==> src/hdl/dpb_pkg.sv <==
// Shared types, constants and arithmetic helpers for the depth pixel back-projection block.
package dpb_pkg;

    // Configuration port geometry and register indexes.
    localparam int C_CFG_IDX_W  = 3;
    localparam int C_CFG_DATA_W = 16;

    localparam logic [C_CFG_IDX_W-1:0] C_REG_FOCAL_X     = 3'd0;
    localparam logic [C_CFG_IDX_W-1:0] C_REG_FOCAL_Y     = 3'd1;
    localparam logic [C_CFG_IDX_W-1:0] C_REG_CENTER_X    = 3'd2;
    localparam logic [C_CFG_IDX_W-1:0] C_REG_CENTER_Y    = 3'd3;
    localparam logic [C_CFG_IDX_W-1:0] C_REG_DEPTH_SCALE = 3'd4;

    // Register values after reset.
    localparam logic [15:0] C_RST_FOCAL_X     = 16'd9280;
    localparam logic [15:0] C_RST_FOCAL_Y     = 16'd9280;
    localparam logic [15:0] C_RST_CENTER_X    = 16'd5104;
    localparam logic [15:0] C_RST_CENTER_Y    = 16'd3792;
    localparam logic [15:0] C_RST_DEPTH_SCALE = 16'd1000;

    localparam logic [31:0] C_RST_DEN_X = 32'(C_RST_FOCAL_X) * 32'(C_RST_DEPTH_SCALE);
    localparam logic [31:0] C_RST_DEN_Y = 32'(C_RST_FOCAL_Y) * 32'(C_RST_DEPTH_SCALE);
    localparam logic [31:0] C_RST_DEN_Z = 32'(C_RST_DEPTH_SCALE);

    // Frame limits; pixels beyond them are clamped to the last row or column.
    localparam int C_MAX_WIDTH  = 1024;
    localparam int C_MAX_HEIGHT = 1024;

    // Divider geometry: one quotient bit per pipeline stage.
    localparam int C_DIV_STEPS = 32;

    // Lanes of the divider array.
    localparam int C_LANES  = 3;
    localparam int C_LANE_X = 0;
    localparam int C_LANE_Y = 1;
    localparam int C_LANE_Z = 2;

    // Saturation limits of the outputs.
    localparam logic [31:0] C_S32_MAX = 32'h7FFF_FFFF;
    localparam logic [31:0] C_S32_MIN = 32'h8000_0000;
    localparam logic [31:0] C_U32_MAX = 32'hFFFF_FFFF;

    typedef struct packed {
        logic [7:0] blue;
        logic [7:0] green;
        logic [7:0] red;
    } t_color;

    // Sideband that travels with an item through the divider.
    typedef struct packed {
        logic   neg_x;
        logic   neg_y;
        t_color color;
    } t_side;

    // Dividend of 48 bits, split into the part that seeds the remainder and the rest.
    typedef struct packed {
        logic [15:0] hi;
        logic [31:0] lo;
    } t_dividend;

    // State of one divider lane in one stage.
    typedef struct packed {
        logic [31:0] rem;
        logic [31:0] nq;
        logic        ovf;
    } t_div_lane;

    // Finished quotient of one lane.
    typedef struct packed {
        logic [31:0] quo;
        logic [31:0] rem;
        logic        ovf;
    } t_div_res;

    typedef struct packed {
        logic [31:0] x_pos;
        logic [31:0] y_pos;
        logic [31:0] z_pos;
        t_color      color;
    } t_point;

    // A divisor register that holds zero acts as one.
    function automatic logic [15:0] nonzero16(input logic [15:0] v);
        return (v == 16'd0) ? 16'd1 : v;
    endfunction

    // One restoring division step: shift in the next dividend bit, subtract if it fits.
    function automatic t_div_lane div_step(input t_div_lane cur, input logic [31:0] den);
        logic [32:0] trial;
        logic [32:0] diff;
        t_div_lane   nxt;
        trial   = {cur.rem, cur.nq[31]};
        diff    = trial - {1'b0, den};
        nxt.ovf = cur.ovf;
        nxt.rem = diff[32] ? trial[31:0] : diff[31:0];
        nxt.nq  = {cur.nq[30:0], ~diff[32]};
        return nxt;
    endfunction

    // Signed saturation of a rounded magnitude with its sign.
    function automatic logic [31:0] sat_signed(input logic [32:0] mag, input logic ovf,
                                               input logic neg);
        logic [31:0] res;
        if (ovf) begin
            res = neg ? C_S32_MIN : C_S32_MAX;
        end else if (!neg) begin
            res = (mag > {1'b0, C_S32_MAX}) ? C_S32_MAX : mag[31:0];
        end else begin
            res = (mag >= {1'b0, C_S32_MIN}) ? C_S32_MIN : (32'd0 - mag[31:0]);
        end
        return res;
    endfunction

    // Unsigned saturation of a rounded value.
    function automatic logic [31:0] sat_unsigned(input logic [32:0] mag, input logic ovf);
        return (ovf || mag[32]) ? C_U32_MAX : mag[31:0];
    endfunction

endpackage

==> src/hdl/dpb_front.sv <==
// Front pipeline: clamps the pixel, centers it and forms the numerators of the three divisions.
module dpb_front #(
    parameter int P_MAX_WIDTH  = dpb_pkg::C_MAX_WIDTH,
    parameter int P_MAX_HEIGHT = dpb_pkg::C_MAX_HEIGHT
) (
    input  logic                                 i_clk,
    input  logic                                 i_rst_n,
    input  logic                                 i_adv,
    input  logic                                 i_valid,
    input  logic [9:0]                           i_pixel_row,
    input  logic [9:0]                           i_pixel_col,
    input  logic [15:0]                          i_depth_raw,
    input  logic [7:0]                           i_blue_in,
    input  logic [7:0]                           i_green_in,
    input  logic [7:0]                           i_red_in,
    input  logic [15:0]                          i_center_x,
    input  logic [15:0]                          i_center_y,
    output logic                                 o_valid,
    output dpb_pkg::t_dividend [dpb_pkg::C_LANES-1:0] o_num,
    output dpb_pkg::t_side                       o_side
);
    import dpb_pkg::*;

    // Stage A: the accepted item.
    logic        r_a_valid;
    logic [9:0]  r_a_row;
    logic [9:0]  r_a_col;
    logic [15:0] r_a_depth;
    t_color      r_a_color;

    // Stage B: offsets from the principal point in 1/16 pixel, two's complement.
    logic        r_b_valid;
    logic [17:0] r_b_dx;
    logic [17:0] r_b_dy;
    logic [15:0] r_b_depth;
    t_color      r_b_color;
    logic [17:0] n_b_dx;
    logic [17:0] n_b_dy;
    logic [9:0]  n_b_row;
    logic [9:0]  n_b_col;

    // Stage C: sign and magnitude of the offsets.
    logic        r_c_valid;
    logic        r_c_neg_x;
    logic        r_c_neg_y;
    logic [15:0] r_c_mag_x;
    logic [15:0] r_c_mag_y;
    logic [15:0] r_c_depth;
    t_color      r_c_color;
    logic [15:0] n_c_mag_x;
    logic [15:0] n_c_mag_y;

    // Stage D: magnitude times raw depth.
    logic        r_d_valid;
    logic [31:0] r_d_prod_x;
    logic [31:0] r_d_prod_y;
    logic [15:0] r_d_depth;
    t_side       r_d_side;
    logic [31:0] n_d_prod_x;
    logic [31:0] n_d_prod_y;

    // Valid bits move with the pipeline.
    always_ff @(posedge i_clk) begin
        if (!i_rst_n) begin
            r_a_valid <= 1'b0;
            r_b_valid <= 1'b0;
            r_c_valid <= 1'b0;
            r_d_valid <= 1'b0;
        end else if (i_adv) begin
            r_a_valid <= i_valid;
            r_b_valid <= r_a_valid;
            r_c_valid <= r_b_valid;
            r_d_valid <= r_c_valid;
        end
    end

    // Clamp to the frame and subtract the principal point.
    always_comb begin
        n_b_col = (32'(r_a_col) >= P_MAX_WIDTH)  ? 10'(P_MAX_WIDTH - 1)  : r_a_col;
        n_b_row = (32'(r_a_row) >= P_MAX_HEIGHT) ? 10'(P_MAX_HEIGHT - 1) : r_a_row;
        n_b_dx  = {4'd0, n_b_col, 4'd0} - {2'd0, i_center_x};
        n_b_dy  = {4'd0, n_b_row, 4'd0} - {2'd0, i_center_y};
    end

    // Take the offsets apart into sign and magnitude.
    always_comb begin
        n_c_mag_x = r_b_dx[17] ? 16'(18'd0 - r_b_dx) : r_b_dx[15:0];
        n_c_mag_y = r_b_dy[17] ? 16'(18'd0 - r_b_dy) : r_b_dy[15:0];
    end

    // Scale the magnitudes by the raw depth.
    always_comb begin
        n_d_prod_x = {16'd0, r_c_mag_x} * {16'd0, r_c_depth};
        n_d_prod_y = {16'd0, r_c_mag_y} * {16'd0, r_c_depth};
    end

    // Payload registers.
    always_ff @(posedge i_clk) begin
        if (i_adv) begin
            r_a_row         <= i_pixel_row;
            r_a_col         <= i_pixel_col;
            r_a_depth       <= i_depth_raw;
            r_a_color       <= '{blue: i_blue_in, green: i_green_in, red: i_red_in};
            r_b_dx          <= n_b_dx;
            r_b_dy          <= n_b_dy;
            r_b_depth       <= r_a_depth;
            r_b_color       <= r_a_color;
            r_c_neg_x       <= r_b_dx[17];
            r_c_neg_y       <= r_b_dy[17];
            r_c_mag_x       <= n_c_mag_x;
            r_c_mag_y       <= n_c_mag_y;
            r_c_depth       <= r_b_depth;
            r_c_color       <= r_b_color;
            r_d_prod_x      <= n_d_prod_x;
            r_d_prod_y      <= n_d_prod_y;
            r_d_depth       <= r_c_depth;
            r_d_side.neg_x  <= r_c_neg_x;
            r_d_side.neg_y  <= r_c_neg_y;
            r_d_side.color  <= r_c_color;
        end
    end

    // Dividends are the products and the depth, each scaled by 2^16 for Q16.16.
    always_comb begin
        o_num[C_LANE_X].hi = r_d_prod_x[31:16];
        o_num[C_LANE_X].lo = {r_d_prod_x[15:0], 16'd0};
        o_num[C_LANE_Y].hi = r_d_prod_y[31:16];
        o_num[C_LANE_Y].lo = {r_d_prod_y[15:0], 16'd0};
        o_num[C_LANE_Z].hi = 16'd0;
        o_num[C_LANE_Z].lo = {r_d_depth, 16'd0};
    end

    assign o_valid = r_d_valid;
    assign o_side  = r_d_side;

endmodule

==> config.mk <==
export PLATFORM = sky130hd
export DESIGN_NAME = dpb_front
export DESIGN_NICKNAME = d
export VERILOG_FILES = /design/src/hdl/dpb_pkg.sv /design/src/hdl/dpb_front.sv
export SDC_FILE = /design/constraint.sdc
export NUM_CORES = 1
export LEC_CHECK = 0
export BUFFER_PORTS_ARGS = -buffer_cell sky130_fd_sc_hd__clkbuf_2
export CAP_MARGIN = 20
export CORE_AREA = 2 2 224 226
export CTS_CLUSTER_DIAMETER = 80
export DETAILED_ROUTE_END_ITERATION = 7
export DIE_AREA = 0 0 226 228
export PLACE_DENSITY_LB_ADDON = 0.1
export SKIP_CTS_REPAIR_TIMING = 1
export SYNTH_ARGS = -nofsm -noshare
export SYNTH_HDL_FRONTEND = slang
export SYNTH_SLANG_ARGS = --single-unit
==> constraint.sdc <==
create_clock -name i_clk -period 12.4 [get_ports i_clk]
set_input_delay 2.48 -clock i_clk [delete_from_list [all_inputs] [get_ports i_clk]]
set_output_delay 2.48 -clock i_clk [all_outputs]
set_load 0.02 [all_outputs]
==> flow_summary.yaml <==
worst_setup_path:
  regToRegSetupSlack_ps: 5650
  timing.critical_path.buf_inv: 4
  crit_required_ps: 12710
  critPathKind: "register to register"
  r2r_end: "r_d_prod_x[31]"
  chain_of_cells_forming_the_critical_path: "buf_4 > nand2_1 > fa_1 > fa_1 > inv_1 > fa_1 > fa_1 > fa_1 > inv_1 > fa_1 > inv_1 > ha_1 > a21oi_1 > o21ai_0 > nor2_1 > nand4_1 > a311oi_1 > nand2b_1 > a211oi_1"
  worst_r2r_startpoint: "r_c_depth[8]"
  endpoint_kind: "register"
  cpLargestDelayFamily: "adder cells"
  crit_path_max_fanout: 17
  critical-path-top-cell-by-count: "sky130_fd_sc_hd__fa_1"
  critPathSlowestCell: "sky130_fd_sc_hd__edfxtp_1"
  worstSetupStartpointType: "register"
  cp.depth: 19
  ff2ff_path_depth: 19
  critPathArrivalTime_ps: 7070
  max_stage_delay_ps: 830
worst_hold_path:
  worst_hold_path_type: "register to register"
  min_delay_path_depth: 0
  timing.hold.worst_endpoint: "o_side[9]"
  hold_path_startpoint: "r_c_color[9]"
die:
  placementRows: 82
  die_height_um: 228
  die-area_um2: 51500
  die_width_um: 226
  start_util: 0.589
  floorplan.io_pins: 267
  coreArea_um2: 49300
layout:
  antenna-diode-count: 0
  synthToLayoutAreaGrowth_pct: 8.93
  layout_common_cells: "sky130_fd_sc_hd__inv_1 (506), sky130_fd_sc_hd__fa_1 (388), sky130_fd_sc_hd__nand2_1 (328), sky130_fd_sc_hd__edfxtp_1 (314), sky130_fd_sc_hd__and2_1 (246)"
  layout.cells.most_common: "sky130_fd_sc_hd__inv_1"
  layout-drive-gt1-share: 0.0988
  post-route-cell-area_um2: 31700
  fill_cells: 3981
  layout.nets: 3555
synthesis:
  synth_seq_area_share: 0.327
  postSynthCellCount: 2678
  netlist-cell-type-count: 58
  post_synth_instance_area_um2: 29100
  asyncSetResetFlopFracSynth: 0
  synth-edff-count: 314
  syn_area_per_cell_um2: 10.9
  ys_warn_count: 0
  postSynth.topFlopCell: "sky130_fd_sc_hd__edfxtp_1"
  synth-seq-cells: 318
routing:
  drt_drc_violations_left: 0
  post_drt_wl_per_cell_um: 16.7
  routed.top_layer: "met4"
  wl_met3_mm: 4.53
  drt-met1-wl_mm: 23.1
  postRouteAntennaNets: 0
  drtPass1Iterations: 5
  routed-via-count: 19000
  drtIter0Drc: 1050
  routed_via_density: 5.37
  routed_wirelength_mm: 59.1
  metal2_wl_mm: 29.6
global_route:
  grt_start_max_net_pins: 103
  global_route_wire_length_before_repair_mm: 98.5
  first_global_vias: 20200
  groute.usage.overall: 0.241
  grt_overflow_total: 0
  grt_antenna_before_repair: 0
sta:
  timing.final.crit_share: 0.545
  finClkSkew_ps: 41.0
  final_hold_viol_count: 0
  worst_slack_ps: 5650
  timing_max_transition_violations_final: 0
  setup_repair_after_global_routing_missed_its_margin: "no"
  final_setup_violation_count: 0
  fin_setup_tns_ps: 0
  slew_headroom: 0.329
  timing.fmax_mhz: 148
  transition_time_at_the_pin_with_the_least_slew_margin_ps: 1010
  post-route-min-period_ps: 6750
  hold_ws_ps: 376
clock_tree:
  cts.htree.levels: 2
  cts_buffer_depth: 3
  cts.clk_slew.worst_paths_ps: 60
  cts_inserted_buffers: 37
  clock_sinks: 318
  ctsRootBufferMaster: "sky130_fd_sc_hd__clkbuf_16"
  tritoncts: "yes"
  worstSkewPairLatency_ps: 580
placement:
  placement.setup.worst_slack_ps: 5780
  placed_cell_area_um2: 30400
  finalWeightedCongestion: 0.895
  dpl.hpwl_mm: 43.9
  port-buffer-count: 202
job:
  timing.max_cap.violations: 0
outcome:
  status: "completed"
## worst reg2reg max path: stages, from the launching register on
cell and delay [ps]:
sky130_fd_sc_hd__edfxtp_1 830, sky130_fd_sc_hd__buf_4 400, sky130_fd_sc_hd__nand2_1 120, sky130_fd_sc_hd__fa_1 510
sky130_fd_sc_hd__fa_1 520, sky130_fd_sc_hd__inv_1 60, sky130_fd_sc_hd__fa_1 550, sky130_fd_sc_hd__fa_1 420
sky130_fd_sc_hd__fa_1 500, sky130_fd_sc_hd__inv_1 50, sky130_fd_sc_hd__fa_1 470, sky130_fd_sc_hd__inv_1 40
sky130_fd_sc_hd__ha_1 370, sky130_fd_sc_hd__a21oi_1 220, sky130_fd_sc_hd__o21ai_0 170, sky130_fd_sc_hd__nor2_1 180
sky130_fd_sc_hd__nand4_1 220, sky130_fd_sc_hd__a311oi_1 610, sky130_fd_sc_hd__nand2b_1 180, sky130_fd_sc_hd__a211oi_1 60
## synth_stat cells, types with 12 or more instances
library cell,n,area (um2)
sky130_fd_sc_hd__a21o_1,35,263
sky130_fd_sc_hd__a21oi_1,80,400
sky130_fd_sc_hd__a31oi_1,12,75.1
sky130_fd_sc_hd__and2_1,246,1540
sky130_fd_sc_hd__buf_4,64,480
sky130_fd_sc_hd__clkbuf_1,93,349
sky130_fd_sc_hd__edfxtp_1,314,9430
sky130_fd_sc_hd__fa_1,388,7770
sky130_fd_sc_hd__ha_1,232,2900
sky130_fd_sc_hd__inv_1,506,1900
sky130_fd_sc_hd__nand2_1,328,1230
sky130_fd_sc_hd__nand3_1,21,105
sky130_fd_sc_hd__nand4_1,12,75.1
sky130_fd_sc_hd__nor2_1,34,128
sky130_fd_sc_hd__nor2b_1,15,93.8
sky130_fd_sc_hd__nor3_1,12,60.1
sky130_fd_sc_hd__o21ai_0,45,225
sky130_fd_sc_hd__xnor2_1,88,771
sky130_fd_sc_hd__xor2_1,18,158
## registers in the layout, indices dropped and copies added, names as in the netlist, 10 cells and up
name	cells
r_c_color	24
r_b_dy	17
r_b_color	24
r_b_dx	17
r_d_depth	16
r_d_prod_y	32
o_side	26
r_a_color	24
n_b_row	10
r_c_mag_x	16
r_a_depth	16
n_b_col	10
r_b_depth	16
r_c_mag_y	16
r_c_depth	16
r_d_prod_x	32
## per-layer routing
layer,track usage,vias to the layer above
met3,0.0551,131
met2,0.408,620
met4,0.0813,0
met5,0,-
met1,0.305,9538
li1,-,8697
## stage by stage
step           utilization  cells
2_1_floorplan            -   2741
3_3_place_gp         0.617   3471
3_5_place_dp         0.617   3472
4_1_cts              0.641   3537
5_1_grt              0.641   3537
6_report             0.641   3537
## kinds of logic (layout without fill, tap and decap cells)
group	Yosys count	in the layout	synth area share
DFF	318	318	0.327
adders and majority gates	620	620	0.367
AOI/OAI and AO/OA	251	251	0.0558
other	1	64	0.000129
buffers and inverters	666	790	0.0943
muxes	7	7	0.00241
xor gates and xnor gates	106	106	0.0320
and+or+nand+nor	709	709	0.121
## worst max path at each step
stage / to / slack, ps / from
final: r_d_prod_x[31] / 5650 / r_c_depth[8]
after global routing: r_d_prod_x[31] / 5360 / r_c_depth[8]
after CTS: r_d_prod_x[31] / 5730 / r_c_depth[8]
after detailed placement: r_d_prod_x[31] / 5780 / r_c_depth[8]
after global placement: r_d_prod_y[29] / 5800 / r_c_depth[1]
after floorplan: r_d_prod_x[28] / 6710 / r_c_depth[1]
## final cells by class
type / instances / area [um2] / area share
Clock inverter: 18 / 234 / 0.00739
Multi-Input combinational cell: 1757 / 17000 / 0.538
Sequential cell: 318 / 9510 / 0.300
Clock buffer: 47 / 973 / 0.0308
Tap cell: 672 / 841 / 0.0266
Inverter: 507 / 1900 / 0.0601
Timing Repair Buffer: 218 / 1150 / 0.0363
Power is left out: the tool's default activity adds up to more than one toggle a clock period on the data nets, which glitch-free logic cannot reach.
