### src/hdl/dpb_pkg.sv
// Shared types, constants and arithmetic helpers for the depth pixel back-projection block.
package dpb_pkg;

    // Configuration port geometry and register indexes.
    localparam int C_CFG_IDX_W  = 3;
    localparam int C_CFG_DATA_W = 16;

    localparam logic [C_CFG_IDX_W-1:0] C_REG_FOCAL_X     = 3'd0;
    localparam logic [C_CFG_IDX_W-1:0] C_REG_FOCAL_Y     = 3'd1;
    localparam logic [C_CFG_IDX_W-1:0] C_REG_CENTER_X    = 3'd2;
    localparam logic [C_CFG_IDX_W-1:0] C_REG_CENTER_Y    = 3'd3;
    localparam logic [C_CFG_IDX_W-1:0] C_REG_DEPTH_SCALE = 3'd4;

    // Register values after reset.
    localparam logic [15:0] C_RST_FOCAL_X     = 16'd9280;
    localparam logic [15:0] C_RST_FOCAL_Y     = 16'd9280;
    localparam logic [15:0] C_RST_CENTER_X    = 16'd5104;
    localparam logic [15:0] C_RST_CENTER_Y    = 16'd3792;
    localparam logic [15:0] C_RST_DEPTH_SCALE = 16'd1000;

    localparam logic [31:0] C_RST_DEN_X = 32'(C_RST_FOCAL_X) * 32'(C_RST_DEPTH_SCALE);
    localparam logic [31:0] C_RST_DEN_Y = 32'(C_RST_FOCAL_Y) * 32'(C_RST_DEPTH_SCALE);
    localparam logic [31:0] C_RST_DEN_Z = 32'(C_RST_DEPTH_SCALE);

    // Frame limits; pixels beyond them are clamped to the last row or column.
    localparam int C_MAX_WIDTH  = 1024;
    localparam int C_MAX_HEIGHT = 1024;

    // Divider geometry: one quotient bit per pipeline stage.
    localparam int C_DIV_STEPS = 32;

    // Lanes of the divider array.
    localparam int C_LANES  = 3;
    localparam int C_LANE_X = 0;
    localparam int C_LANE_Y = 1;
    localparam int C_LANE_Z = 2;

    // Saturation limits of the outputs.
    localparam logic [31:0] C_S32_MAX = 32'h7FFF_FFFF;
    localparam logic [31:0] C_S32_MIN = 32'h8000_0000;
    localparam logic [31:0] C_U32_MAX = 32'hFFFF_FFFF;

    typedef struct packed {
        logic [7:0] blue;
        logic [7:0] green;
        logic [7:0] red;
    } t_color;

    // Sideband that travels with an item through the divider.
    typedef struct packed {
        logic   neg_x;
        logic   neg_y;
        t_color color;
    } t_side;

    // Dividend of 48 bits, split into the part that seeds the remainder and the rest.
    typedef struct packed {
        logic [15:0] hi;
        logic [31:0] lo;
    } t_dividend;

    // State of one divider lane in one stage.
    typedef struct packed {
        logic [31:0] rem;
        logic [31:0] nq;
        logic        ovf;
    } t_div_lane;

    // Finished quotient of one lane.
    typedef struct packed {
        logic [31:0] quo;
        logic [31:0] rem;
        logic        ovf;
    } t_div_res;

    typedef struct packed {
        logic [31:0] x_pos;
        logic [31:0] y_pos;
        logic [31:0] z_pos;
        t_color      color;
    } t_point;

    // A divisor register that holds zero acts as one.
    function automatic logic [15:0] nonzero16(input logic [15:0] v);
        return (v == 16'd0) ? 16'd1 : v;
    endfunction

    // One restoring division step: shift in the next dividend bit, subtract if it fits.
    function automatic t_div_lane div_step(input t_div_lane cur, input logic [31:0] den);
        logic [32:0] trial;
        logic [32:0] diff;
        t_div_lane   nxt;
        trial   = {cur.rem, cur.nq[31]};
        diff    = trial - {1'b0, den};
        nxt.ovf = cur.ovf;
        nxt.rem = diff[32] ? trial[31:0] : diff[31:0];
        nxt.nq  = {cur.nq[30:0], ~diff[32]};
        return nxt;
    endfunction

    // Signed saturation of a rounded magnitude with its sign.
    function automatic logic [31:0] sat_signed(input logic [32:0] mag, input logic ovf,
                                               input logic neg);
        logic [31:0] res;
        if (ovf) begin
            res = neg ? C_S32_MIN : C_S32_MAX;
        end else if (!neg) begin
            res = (mag > {1'b0, C_S32_MAX}) ? C_S32_MAX : mag[31:0];
        end else begin
            res = (mag >= {1'b0, C_S32_MIN}) ? C_S32_MIN : (32'd0 - mag[31:0]);
        end
        return res;
    endfunction

    // Unsigned saturation of a rounded value.
    function automatic logic [31:0] sat_unsigned(input logic [32:0] mag, input logic ovf);
        return (ovf || mag[32]) ? C_U32_MAX : mag[31:0];
    endfunction

endpackage

### src/hdl/dpb_round.sv
// Rounding, saturation and the two-entry output queue that decouples the pipeline from the sink.
module dpb_round (
    input  logic                                      i_clk,
    input  logic                                      i_rst_n,
    input  logic                                      i_valid,
    input  dpb_pkg::t_div_res [dpb_pkg::C_LANES-1:0]  i_res,
    input  logic [dpb_pkg::C_LANES-1:0][31:0]         i_den,
    input  dpb_pkg::t_side                            i_side,
    input  logic                                      i_stall,
    output logic                                      o_adv,
    output logic                                      o_valid,
    output logic signed [31:0]                        o_x_pos,
    output logic signed [31:0]                        o_y_pos,
    output logic [31:0]                               o_z_pos,
    output logic [7:0]                                o_blue_out,
    output logic [7:0]                                o_green_out,
    output logic [7:0]                                o_red_out
);
    import dpb_pkg::*;

    // Rounding stage: quotient plus one when the remainder is at least half the divisor.
    logic                    r_r1_valid;
    logic [C_LANES-1:0][32:0] r_r1_q;
    logic [C_LANES-1:0]      r_r1_ovf;
    t_side                   r_r1_side;
    logic [C_LANES-1:0][32:0] n_r1_q;

    // Output queue.
    t_point      r_q [0:1];
    logic        r_wr_ptr;
    logic        r_rd_ptr;
    logic [1:0]  r_count;
    t_point      n_point;
    logic        w_push;
    logic        w_pop;

    // The pipeline moves whenever the queue has a free entry.
    assign o_adv  = (r_count != 2'd2);
    assign w_push = o_adv && r_r1_valid;
    assign w_pop  = (r_count != 2'd0) && !i_stall;

    always_comb begin
        for (int l = 0; l < C_LANES; l++) begin
            n_r1_q[l] = {1'b0, i_res[l].quo}
                      + 33'({i_res[l].rem, 1'b0} >= {1'b0, i_den[l]});
        end
    end

    always_ff @(posedge i_clk) begin
        if (!i_rst_n) begin
            r_r1_valid <= 1'b0;
        end else if (o_adv) begin
            r_r1_valid <= i_valid;
        end
    end

    always_ff @(posedge i_clk) begin
        if (o_adv) begin
            r_r1_q    <= n_r1_q;
            r_r1_side <= i_side;
            for (int l = 0; l < C_LANES; l++) begin
                r_r1_ovf[l] <= i_res[l].ovf;
            end
        end
    end

    // Saturate into the output formats.
    always_comb begin
        n_point.x_pos = sat_signed(r_r1_q[C_LANE_X], r_r1_ovf[C_LANE_X], r_r1_side.neg_x);
        n_point.y_pos = sat_signed(r_r1_q[C_LANE_Y], r_r1_ovf[C_LANE_Y], r_r1_side.neg_y);
        n_point.z_pos = sat_unsigned(r_r1_q[C_LANE_Z], r_r1_ovf[C_LANE_Z]);
        n_point.color = r_r1_side.color;
    end

    // Queue pointers and fill count.
    always_ff @(posedge i_clk) begin
        if (!i_rst_n) begin
            r_wr_ptr <= 1'b0;
            r_rd_ptr <= 1'b0;
            r_count  <= 2'd0;
        end else begin
            if (w_push) begin
                r_wr_ptr <= ~r_wr_ptr;
            end
            if (w_pop) begin
                r_rd_ptr <= ~r_rd_ptr;
            end
            case ({w_push, w_pop})
                2'b10:   r_count <= r_count + 2'd1;
                2'b01:   r_count <= r_count - 2'd1;
                default: r_count <= r_count;
            endcase
        end
    end

    // Queue storage.
    always_ff @(posedge i_clk) begin
        if (w_push) begin
            r_q[r_wr_ptr] <= n_point;
        end
    end

    assign o_valid     = (r_count != 2'd0);
    assign o_x_pos     = r_q[r_rd_ptr].x_pos;
    assign o_y_pos     = r_q[r_rd_ptr].y_pos;
    assign o_z_pos     = r_q[r_rd_ptr].z_pos;
    assign o_blue_out  = r_q[r_rd_ptr].color.blue;
    assign o_green_out = r_q[r_rd_ptr].color.green;
    assign o_red_out   = r_q[r_rd_ptr].color.red;

endmodule

### config.mk
export PLATFORM = sky130hd
export DESIGN_NAME = dpb_round
export DESIGN_NICKNAME = d
export VERILOG_FILES = /design/src/hdl/dpb_pkg.sv /design/src/hdl/dpb_round.sv
export SDC_FILE = /design/constraint.sdc
export NUM_CORES = 1
export LEC_CHECK = 0
export ABC_AREA = 1
export BUFFER_PORTS_ARGS = -buffer_cell sky130_fd_sc_hd__buf_4
export CORE_ASPECT_RATIO = 1.25
export CORE_MARGIN = 2
export CORE_UTILIZATION = 40
export CTS_BUF_LIST = sky130_fd_sc_hd__clkbuf_16
export CTS_CLUSTER_SIZE = 10
export DETAILED_ROUTE_END_ITERATION = 16
export HOLD_SLACK_MARGIN = 0.02
export PLACE_DENSITY_LB_ADDON = 0.3
export SKIP_LAST_GASP = 1
export SYNTH_ARGS = -nofsm -noshare
export SYNTH_HDL_FRONTEND = slang
export SYNTH_SLANG_ARGS = --single-unit
### constraint.sdc
create_clock -name i_clk -period 12.6 [get_ports i_clk]
set_clock_uncertainty 0.15 [all_clocks]
set_input_delay 1.26 -clock i_clk [delete_from_list [all_inputs] [get_ports i_clk]]
set_output_delay 1.26 -clock i_clk [all_outputs]
set_load 0.01 [all_outputs]
==> impl_metrics.yaml, run 1 <==
final_layout:
  layout_common_cells: "nand2_1 (460), buf_4 (451), edfxtp_1 (368)"
  antenna_cells: 0
  area_growth_pct: 25.2
  utilization: 0.507
  drive_gt1_frac: 0.251
  nNetsFinal: 3009
  fin_area_um2: 26100
  fin_cells: 3261
  layout_commonest_cell: "nand2_1"
clock_tree:
  post_cts_buffers: 0
  htreeDepth: 2
  clockBufferDepth: 3
  cts_buffers: 43
  cts_repair_resize_count: 0
  cts_sinks: 374
  cts_tree: "yes"
  holdBufCountCts: 0
  clk-insertion-delay-late_ps: 540
  clk_root_buffer_cell: "clkbuf_16"
  clkTransAtPathRegs_ps: 60
critical_path:
  critPathMaxFanout: 76
  critPathSlowestCell: "dfxtp_4"
  rr_worst_depth: 6
  rr_startpoint: "r_count[0]"
  path_buf_inv: 2
  cp-endpoint: "o_x_pos[25]"
  crit_required_ps: 11190
  timing.rr.end: "r_q[0][99]"
  start_kind: "register"
  regToRegSetupSlack_ps: 8750
  arrival_ps: 2950
  crit_type: "register to output port"
  crit_cells: 3
  critPathMaxStageDelay_ps: 1050
  crit_family: "flip-flops"
  path_common_cell: "buf_4"
  end_kind: "output port"
  path_cells: "buf_4 -> mux2_2 -> buf_4"
die:
  ios: 443
  rows: 93
  core_region_area_um2: 51500
  die_w_um: 208
  start_util: 0.405
  die_h_um: 259
  dieArea_um2: 54100
timing:
  final-setup-viol-count: 0
  fin_crit_sh: 0.346
  maxSlewHeadroom: 0.273
  fin_setup_tns_ps: 0
  drv_slew: 0
  hold_slack_ps: 294
  clock.fmax_mhz: 229
  worst_pin_slew_ps: 1090
  fin_ws_ps: 8240
  min_period_ps: 4360
  rsz0062_at_grt: "false"
  hold_viol: 0
pwr:
  p_clk_frac: 0.274
  vdd_drop_max_uv: 83.0
  p_seq_frac: 0.458
  powerDensity_nw_per_um2: 150
  switching_power_mw: 1.19
  combPwrFrac: 0.269
  power_mw: 3.91
  p_leak_nw: 11.3
  intPower_mw: 2.72
  switching_share: 0.305
global_routing:
  grt_first_pass_wirelength_um: 87800
  grt_pass1_vias: 16767
  grt.total_usage: 0.206
  antenna_found_initial: 0
  grt_max_degree: 78
  overflow: 0
synthesis:
  synth-simple-area-share: 0.196
  synth_cell_types: 44
  ys_warn_count: 0
  synth_top_family_by_area: "simple AND/OR/NAND/NOR gates"
  synth_flop_cell: "edfxtp_1"
  synth_area_per_cell_um2: 9.84
  ys_ff_latch: 374
  synth_xor_area_frac: 0.0377
  synth_fa_ha_area_frac: 0.0641
  synth_top_area_share: 0.529
  ys_seq_area_frac: 0.535
  synth_edf_count: 368
  synth_async_sr_flop_share: 0
  syn-num-nets: 2550
  synthMuxAreaShare: 0.0647
  synth_cells: 2122
  synth_area_um2: 20900
  yosys-top-cells-area: "edfxtp_1 (53%), nand2_1 (8.3%), mux2_2 (6.5%), ha_1 (6.4%), inv_1 (4.8%)"
  synth.largest_area_cell: "edfxtp_1"
  synth_compound_area_frac: 0.0467
place:
  portBuffers: 442
  gp_congestion: 0.957
  dp.cells: 3201
  place_area_um2: 25000
  dp_hpwl_um: 44500
  dp_slack_ps: 8290
route:
  drc: 0
  dr_total_vias: 16344
  dr.pass1.iters: 5
  wire_per_inst_um: 17.4
  drt_iter0_drc: 811
  via_per_inst: 5.01
  wl_um: 56800
  ant_nets: 0
hold_path:
  hold_class: "register to register"
status:
  status: "completed"
flow_run:
  drv_cap: 0
==> how the worst min path moves through the flow <==
| stage | from | endpoint | depth (start not counted) |
|---|---|---|---|
| finish | n_point[10] | r_q[0][10] | 0 |
| floorplan | n_point[0] | r_q[0][0] | 0 |
| global placement | n_point[22] | r_q[0][22] | 0 |
| CTS | n_point[8] | r_q[0][8] | 0 |
| detailed placement | n_point[8] | r_q[0][8] | 0 |
| global route | n_point[10] | r_q[0][10] | 0 |
==> kinds of logic (layout without fill, tap and decap cells) <==
kind of cell / count (synthesis) / in the layout
XOR/XNOR: 90 / 90
AND/OR/NAND/NOR: 945 / 945
adder cells (fa/ha/maj): 107 / 107
AO/OA/AOI/OAI: 182 / 182
buffers and inverters: 304 / 778
multiplexers: 120 / 120
flip-flops: 374 / 374
==> cells in the mapped netlist (2+ instances only) <==
cell	number
nand3_2	3
nand3b_1	12
o31ai_1	3
or2_2	3
nor3_1	31
xor2_1	52
nand2_2	4
nor2_4	3
o211ai_1	5
mux2_2	120
xnor2_1	38
nor3_2	3
a21oi_1	74
nor2_1	227
ha_1	107
a211oi_1	3
nor2_2	7
a21o_1	4
nor3_4	4
nand3_1	126
o21bai_1	2
clkbuf_1	20
dfxtp_1	6
nand2_1	460
nor4_1	10
nand4_1	40
inv_1	265
edfxtp_1	368
o21ai_0	82
and3_1	9
buf_2	15
a31oi_1	4
==> registers in the layout (all words and copies together), names as in the netlist, named ones only <==
signal      count
r_q           240
r_r1_q         99
n_point        24
r_r1_ovf        3
r_count         2
r_r1_side       2
r_r1_valid      1
r_rd_ptr        1
r_wr_ptr        1
==> power groups by stage <==
stage / logic (mW) / registers (mW) / clock network [mW]
after global placement: 1.05 / 1.81 / 0
final: 1.05 / 1.79 / 1.07
after floorplan: 0.625 / 1.76 / 0
after detailed placement: 1.06 / 1.82 / 0
after global routing: 1.16 / 1.81 / 1.15
after CTS: 1.07 / 1.79 / 1.11
==> metal layers <==
metal	vias up	routed length, um	GRT usage
met5	-	0	0
met4	0	1710	0.0725
met3	93	3360	0.0376
met2	501	29500	0.382
met1	7616	22200	0.236
li1	8134	-	-
==> cell type report <==
cell class	instances	area [um2]
clock buffers	44	1100
clock inverters	16	77.6
fillers	4737	25400
inverters	267	1010
multi-input cells	1444	8570
flip-flops and latches	374	11200
well taps	665	832
repair buffers	451	3390
==> worst register-to-register path: cells and delay by family, from the launching register on <==
kind	cells	cell delay [ps]
and+or+nand+nor	3	1070
DFF	1	400
buffers and inverters	3	1830
No activity file was read; power rests on OpenSTA's default activity.
==> run 2: changes to the inputs <==
- ABC_AREA: 1 -> 0
- clock period: 12.6 -> 4.26 ns (I/O delays scaled with it)
==> impl_metrics.yaml, run 2 <==
route:
  via_per_inst: 5.31
  dr_total_vias: 14606
  wl_um: 53700
  wire_per_inst_um: 19.5
  drc: 0
  ant_nets: 0
  drt_iter0_drc: 872
  dr.pass1.iters: 5
pwr:
  vdd_drop_max_uv: 250
  combPwrFrac: 0.270
  switching_power_mw: 3.38
  switching_share: 0.291
  intPower_mw: 8.23
  p_seq_frac: 0.459
  powerDensity_nw_per_um2: 461
  p_leak_nw: 9.99
  p_clk_frac: 0.271
final_layout:
  multi_input_area_um2: 7780
  area_growth_pct: 28.7
  ff_latch_area_um2: 11200
  drive_gt1_frac: 0.308
  fin_area_um2: 25200
  fill_cells: 4129
  layout_common_cells: "buf_4 (460), edfxtp_1 (368), inv_1 (121)"
  nNetsFinal: 2525
  antenna_cells: 0
  max_flop_register: "r_q"
  largest_reg_flops: 240
  layout_commonest_cell: "buf_4"
clock_tree:
  clockBufferDepth: 3
  cts_buffers: 43
  cts_sinks: 374
  cts_tree: "yes"
  clk-insertion-delay-late_ps: 530
  clkTransAtPathRegs_ps: 60
  cts_repair_resize_count: 0
  htreeDepth: 2
  clk_root_buffer_cell: "clkbuf_16"
die:
  die_w_um: 202
  core_region_area_um2: 48300
  start_util: 0.405
  rows: 90
  ios: 443
  die_h_um: 251
  dieArea_um2: 50700
synthesis:
  synthTopCellsByCount: "edfxtp_1 (368), mux2_2 (120), inv_1 (114), ha_1 (107), nand2_1 (101)"
  synth_cells: 1612
  ys_ff_latch: 374
  synth_cell_types: 56
  synth_top_area_share: 0.565
  synth.largest_area_cell: "edfxtp_1"
  synth.most_common_cell: "edfxtp_1"
  synth_area_per_cell_um2: 12.1
  synth_async_sr_flop_share: 0
  synth_area_um2: 19600
  syn-num-nets: 2040
  synth_edf_count: 368
  yosys-top-cells-area: "edfxtp_1 (56%), mux2_2 (6.9%), ha_1 (6.8%), xnor2_1 (3.3%), inv_1 (2.2%)"
  ys_seq_area_frac: 0.571
  synth_flop_cell: "edfxtp_1"
  ys_warn_count: 0
timing:
  drv_slew: 0
  maxSlewHeadroom: 0.310
  clock.fmax_mhz: 271
  rsz0062_at_grt: "false"
  min_period_ps: 3700
  worst_pin_slew_ps: 1030
  final-setup-viol-count: 0
  hold_viol: 0
  hold_slack_ps: 41.1
  fin_crit_sh: 0.867
global_routing:
  antenna_found_initial: 0
  grt_max_degree: 101
  grt.total_usage: 0.206
  grt_pass1_vias: 14820
  grt_first_pass_wirelength_um: 81500
  overflow: 0
critical_path:
  crit_type: "input port to register"
  crit_required_ps: 4390
  critPathMaxFanout: 4
  start_kind: "input port"
  arrival_ps: 3820
  end_kind: "register"
status:
  status: "completed"
hold_path:
  hold_class: "input port to register"
flow_run:
  drv_cap: 0
place:
  place_area_um2: 23700
  portBuffers: 442
  gp_congestion: 0.909
  dp_hpwl_um: 40900
[run 2: cell count changes in the layout (fill, tap and decap cells not counted), moves of 17 or more]
cell,delta
xor2_1,-30
o21ai_0,-45
xnor2_1,+35
nor3_1,+19
mux2i_1,+17
nand2_1,-359
inv_1,-155
nand3_1,-67
nor2_1,-126
or3_1,+43
o221ai_1,+23
dlygate4sd3_1,+33
[run 2: cells by family (layout without fill, tap and decap cells)]
logic type,Yosys count,in the layout,share of synthesized area
multiplexers,137,137,0.0777
adder cells (fa/ha/maj),107,107,0.0684
AO/OA/AOI/OAI,222,222,0.0722
flip-flops,374,374,0.571
AND/OR/NAND/NOR,507,507,0.136
buffers and inverters,170,665,0.0327
XOR/XNOR,95,95,0.0425
[run 2: worst max-delay path, stage by stage]
cell,delay (ps)
buf_4,110
ha_1,340
nand4_1,210
or4_1,580
or4_1,420
o211ai_1,110
o311ai_0,130
nand2_1,220
ha_1,230
nand2_1,80
or3_1,350
nor2_1,300
nand2_1,150
xnor2_1,150
[run 2: area by class of cell]
| type | count | share of cell area |
|---|---|---|
| Clock inverter | 10 | 0.00149 |
| Multi-Input combinational cell | 1068 | 0.309 |
| Inverter | 114 | 0.0170 |
| Sequential cell | 374 | 0.443 |
| Clock buffer | 45 | 0.0447 |
| Timing Repair Buffer | 496 | 0.153 |
| Tap cell | 644 | 0.0320 |
[run 2: worst paths after layout]
kind / start / end / slack [ps] / cells past startpoint
worst min-delay path: i_res[177] / r_r1_q[80] / 40 / 2
worst min register to register: n_point[18] / r_q[1][18] / 290 / 0
worst max-delay path: i_res[23] / r_r1_q[27] / 560 / 14
worst max register to register: r_r1_q[9] / r_q[0][113] / 1190 / 6
[run 2: through the flow]
stage	worst slack (ps)	std cells	utilization	total power, mW	setup TNS (ps)
2_1_floorplan	134	1612	-	6.99	0
3_3_place_gp	129	2663	0.491	8.46	0
3_5_place_dp	-5.24	2663	0.491	8.53	-5.41
4_1_cts	567	2751	0.522	11.7	0
5_1_grt	299	2751	0.522	12.2	0
6_report	564	2751	0.522	11.6	0
[run 2: power groups by stage]
stage          Combinational [mW]  Sequential [mW]  Clock, mW
2_1_floorplan                1.85             5.14          0
3_3_place_gp                 3.08             5.38          0
3_5_place_dp                 3.13             5.40          0
4_1_cts                      3.17             5.33       3.24
5_1_grt                      3.40             5.40       3.36
6_report                     3.13             5.33       3.14
[run 2: metal layers]
layer,up-vias,GRT usage,wire [um]
met4,0,0.0588,1230
met3,76,0.0377,3560
met5,-,0,0
met1,6980,0.232,20100
met2,547,0.391,28800
li1,7003,-,-
[run 2: timing repair]
| item | in CTS | in global routing |
|---|---|---|
| hold endpoints to repair | 37 | 0 |
| setup buffers | 0 | 0 |
| hold buffers | 33 | 0 |
